### src/rtl/core/frame_allocator_page_mapper_assert.svh
// assertion macros for the frame allocator page mapper
`ifndef FRAME_ALLOCATOR_PAGE_MAPPER_ASSERT_SVH
`define FRAME_ALLOCATOR_PAGE_MAPPER_ASSERT_SVH
`ifndef NO_ASSERTIONS
`define FAPM_ASSERT_IMPL(label, clk, rst_n, prop) \
	label: assert property (@(posedge clk) disable iff (!rst_n) (prop)) \
		else $error("assertion failed");
`define FAPM_ASSERT_NEVER(label, clk, rst_n, cond) \
	label: assert property (@(posedge clk) disable iff (!rst_n) !(cond)) \
		else $error("forbidden condition");
`else
`define FAPM_ASSERT_IMPL(label, clk, rst_n, prop)
`define FAPM_ASSERT_NEVER(label, clk, rst_n, cond)
`endif
`endif

### src/rtl/core/fapm_pkg.sv
// ----------------------------------------------------------------------------
// fapm_pkg
// types and constants of the frame allocator page mapper
// ----------------------------------------------------------------------------
package fapm_pkg;
	localparam int NUM_FRAMES_DEF = 64;
	localparam int FREE_DEPTH_DEF = 64;
	localparam int TBL_ENTRIES    = 512;
	localparam int IDX_W          = 9;
	localparam int FRAME_W        = 6;
	localparam int ENT_W          = 9;
	localparam int CNT7_W         = 7;

	localparam logic [1:0] OP_ALLOC = 2'd0;
	localparam logic [1:0] OP_FREE  = 2'd1;
	localparam logic [1:0] OP_MAP   = 2'd2;
	localparam logic [1:0] OP_AMAP  = 2'd3;

	localparam logic [1:0] ST_OK   = 2'd0;
	localparam logic [1:0] ST_OOM  = 2'd1;
	localparam logic [1:0] ST_FULL = 2'd2;

	localparam logic CFG_FRAME_LIMIT = 1'b0;
	localparam logic CFG_FIRST_FRESH = 1'b1;

	// memory port request from sequencer to table memory
	typedef struct packed {
		logic             rd;
		logic             wr;
		logic             root;
		logic [11:0]      frame;
		logic [IDX_W-1:0] idx;
		logic [ENT_W-1:0] wdata;
	} mem_req_t;
endpackage

### src/rtl/core/fapm_free_stack.sv
// ----------------------------------------------------------------------------
// fapm_free_stack
// free frame stack memory with registered read
// ----------------------------------------------------------------------------
module fapm_free_stack #(
	parameter int FREE_DEPTH = fapm_pkg::FREE_DEPTH_DEF,
	localparam int AB = (FREE_DEPTH > 1) ? $clog2(FREE_DEPTH) : 1
) (
	input  logic                           clk,
	input  logic                           wr,
	input  logic [AB-1:0]                  waddr,
	input  logic [fapm_pkg::FRAME_W-1:0]   wdata,
	input  logic [AB-1:0]                  raddr,
	output logic [fapm_pkg::FRAME_W-1:0]   rdata
);
	logic [fapm_pkg::FRAME_W-1:0] mem [FREE_DEPTH];
	always_ff @(posedge clk) begin
		if (wr) mem[waddr] <= wdata;
		rdata <= mem[raddr];
	end
endmodule

### config.mk
export PLATFORM = sky130hd
export DESIGN_NAME = fapm_free_stack
export DESIGN_NICKNAME = d
export VERILOG_FILES = /design/src/rtl/core/frame_allocator_page_mapper_assert.svh /design/src/rtl/core/fapm_pkg.sv /design/src/rtl/core/fapm_free_stack.sv
export SDC_FILE = /design/constraint.sdc
export NUM_CORES = 1
export LEC_CHECK = 0
export ABC_CLOCK_PERIOD_IN_PS = 2300
export BUFFER_PORTS_ARGS = -buffer_cell sky130_fd_sc_hd__buf_4
export CORE_ASPECT_RATIO = 0.8
export CORE_MARGIN = 1
export CORE_UTILIZATION = 55
export CTS_CLUSTER_DIAMETER = 30
export CTS_CLUSTER_SIZE = 14
export DETAILED_ROUTE_END_ITERATION = 10
export HOLD_SLACK_MARGIN = 0.03
export PLACE_DENSITY = 0.71
export SLEW_MARGIN = 20
export SYNTH_ARGS = -nofsm -noshare
export SYNTH_HDL_FRONTEND = slang
export SYNTH_SLANG_ARGS = --single-unit
### constraint.sdc
create_clock -name clk -period 2.3 [get_ports clk]
set_input_delay 0 -clock clk [delete_from_list [all_inputs] [get_ports clk]]
set_output_delay 0 -clock clk [all_outputs]
set_load 0.005 [all_outputs]
==> flow_summary.json <==
{
  "cap_violations": 0,
  "status": "finished, final reports clean",
  "grt_pass1_vias": 7916,
  "fin_area_um2": 18300,
  "synthArstFlopShare": 0,
  "grt_pass1_wl_um": 49600,
  "hold_class": "in -> reg",
  "ant_nets": 0,
  "layout-drive-gt1-share": 0.332,
  "arrival_ns": 2.67,
  "drt_first_pass_iters": 5,
  "place_area_um2": 16100,
  "antenna_cells": 0,
  "syn_nets": 740,
  "cts_htree_levels": 2,
  "min_period_over_period": 0.961,
  "ys_seq_area_frac": 0.765,
  "critPathBufInv": 1,
  "maxSlewHeadroom": 0.513,
  "place_ws_ns": 0.312,
  "critical_path_class": "reg -> reg",
  "io_pins": 26,
  "wl_um": 32900,
  "cp-endpoint": "rdata[1]",
  "fin_skew_ns": 0.0322,
  "tns_ns": 0,
  "cts_setup_buffers": 0,
  "final_cells": 1256,
  "synthFlopType": "edfxtp_1",
  "path_delay_family": "multiplexers",
  "setup_viol": 0,
  "dpl.hpwl_um": 20300,
  "grt_remaining_overflow": 0,
  "port_buffers": 25,
  "cts_root_buf": "clkbuf_16",
  "wl_per_cell_um": 26.2,
  "syn2layout_area_growth_pct": 20.3,
  "core_um2": 27200,
  "syn_avg_cell_area_um2": 21.1,
  "rsz0062_at_grt": "no",
  "crit_required_ns": 2.76,
  "gp_congestion": 0.847,
  "fin_nets": 863,
  "fin_ws_ns": 0.0888,
  "ys_seq_elements": 390,
  "power_leakage_nw": 5.98,
  "cts_num_sinks": 390,
  "antenna_found_initial": 0,
  "synth_edf_count": 384,
  "tightest_slew_ns": 0.730,
  "cts_tree": "built",
  "reg2reg_depth": 6,
  "cts_buffers": 58,
  "path_cells": "mux4_1, mux2_2, o21ai_2, a21oi_1, dlygate4sd3_1, o22a_1",
  "initial_utilization": 0.559,
  "cp_slowest_cell": "dlygate4sd3_1",
  "yosysWarnings": 0,
  "final.min_clock_period_ns": 2.21,
  "hold_violations": 0,
  "grtUsageTotal": 0.245,
  "reg2reg_slack_ns": 0.09,
  "slowest_delay_ns": 0.57,
  "grt_max_degree": 65,
  "drc": 0,
  "slew_viol_final": 0,
  "dieWidth_um": 188,
  "start_kind": "flip-flop",
  "drt_iter0_drc": 906,
  "mostFrequentLayoutCells": "384 x edfxtp_1, 88 x mux4_2, 84 x buf_4, 67 x nor2_1, 59 x clkbuf_16",
  "power.density_nw_per_um2": 959,
  "via_per_inst": 6.13,
  "crit_path_end_kind": "flip-flop",
  "fmax_mhz": 452,
  "dp.cells": 1133,
  "yosysUniqueCellTypes": 37,
  "path_clk_slew_ns": 0.05,
  "clockBufferDepth": 3,
  "syn-cell-area_um2": 15200,
  "r2r_start": "mem[49][1]",
  "layout_commonest_cell": "edfxtp_1",
  "r2r_end": "rdata[1]",
  "die_y_um": 151,
  "power_mw": 17.6,
  "path_depth": 6,
  "design.die.area_um2": 28400,
  "rows": 54,
  "syn_inst": 720,
  "cp-startpoint": "mem[49][1]",
  "via_count": 7703,
  "crit_fanout": 1,
  "max-vdd-ir-drop_mv": 0.820,
  "clkLatencyLatePin_ns": 0.58
}
## worst min-delay path by stage
stage | start | end | slack [ns] | depth (start not counted)
final | waddr[0] | mem[55][5] | 0.07 | 3
after global routing | waddr[0] | mem[55][5] | 0.10 | 3
after CTS | waddr[0] | mem[55][5] | 0.04 | 3
after detailed placement | raddr[5] | rdata[4] | 0.38 | 2
after global placement | raddr[5] | rdata[3] | 0.37 | 2
after floorplan | wdata[0] | mem[0][0] | 0.1 | 0
## sequential cells by signal, indices dropped and copies added (netlist names)
name   flops
mem      384
rdata      6
## routing by layer
layer  vias up  GRT usage  share of wire
li1       3282          -              -
met1      3971      0.341           0.41
met2       387      0.377           0.46
met3        63     0.0748           0.11
met4         0     0.0736          0.022
met5         -          0              0
## worst min-delay path: cells and delay by family
kind | cells | cell delay (ns)
buf+inv | 1 | 0.14
simple gates | 2 | 0.31
## Yosys cell counts, types with 3 or more instances
cell	number	area, µm²
mux2i_1	15	150
nand2b_1	5	31.3
nand3_1	11	55.1
buf_2	13	65.1
a221oi_1	3	26.3
nor2_1	67	251
mux4_1	6	158
a21oi_1	6	30.0
a211oi_1	6	45.0
edfxtp_1	384	11500
nand2_1	8	30.0
clkbuf_1	16	60.1
mux4_2	87	1960
o21ai_1	6	30.0
a32o_1	3	30.0
nand3b_1	4	30.0
o221ai_1	9	78.8
nor2b_1	8	50.1
buf_6	5	56.3
mux2_2	9	101
o22a_1	6	52.6
dfxtp_1	6	120
o22ai_1	12	75.1
nor3_1	5	25.0
## cell families (layout without fill, tap and decap cells)
family	after synthesis	after routing	synth area share
AO/OA/AOI/OAI	54	54	0.0260
buffers and inverters	39	211	0.0165
flip-flops	390	390	0.765
multiplexers	117	117	0.156
AND/OR/NAND/NOR	120	120	0.0367
## through the flow
step	hold slack, ns	utilization
2_1_floorplan	0.0989	-
3_3_place_gp	0.374	0.592
3_5_place_dp	0.377	0.592
4_1_cts	0.0436	0.672
5_1_grt	0.102	0.673
6_report	0.0705	0.673
## where the power goes
group | leakage [nW] | total (mW) | internal, mW | switching, mW
sequential | 3.51 | 7.90 | 7.87 | 0.0284
combinational | 1.50 | 0.773 | 0.317 | 0.456
clock | 0.976 | 8.88 | 5.57 | 3.31
## what timing repair did
item | 4_1_cts | 5_1_grt
setup endpoints to repair | 0 | 2
resized for setup | 0 | 5
hold endpoints to repair | 252 | 0
hold buffers | 14 | 0
## layout make-up
| cell class | instances | area [µm²] |
|---|---|---|
| clock buffers | 61 | 1480 |
| fillers | 1701 | 8920 |
| repair buffers | 102 | 842 |
| clock inverters | 48 | 546 |
| flip-flops and latches | 390 | 11700 |
| well taps | 364 | 455 |
| multi-input cells | 291 | 3330 |
Power figures use the tool's default switching activity.
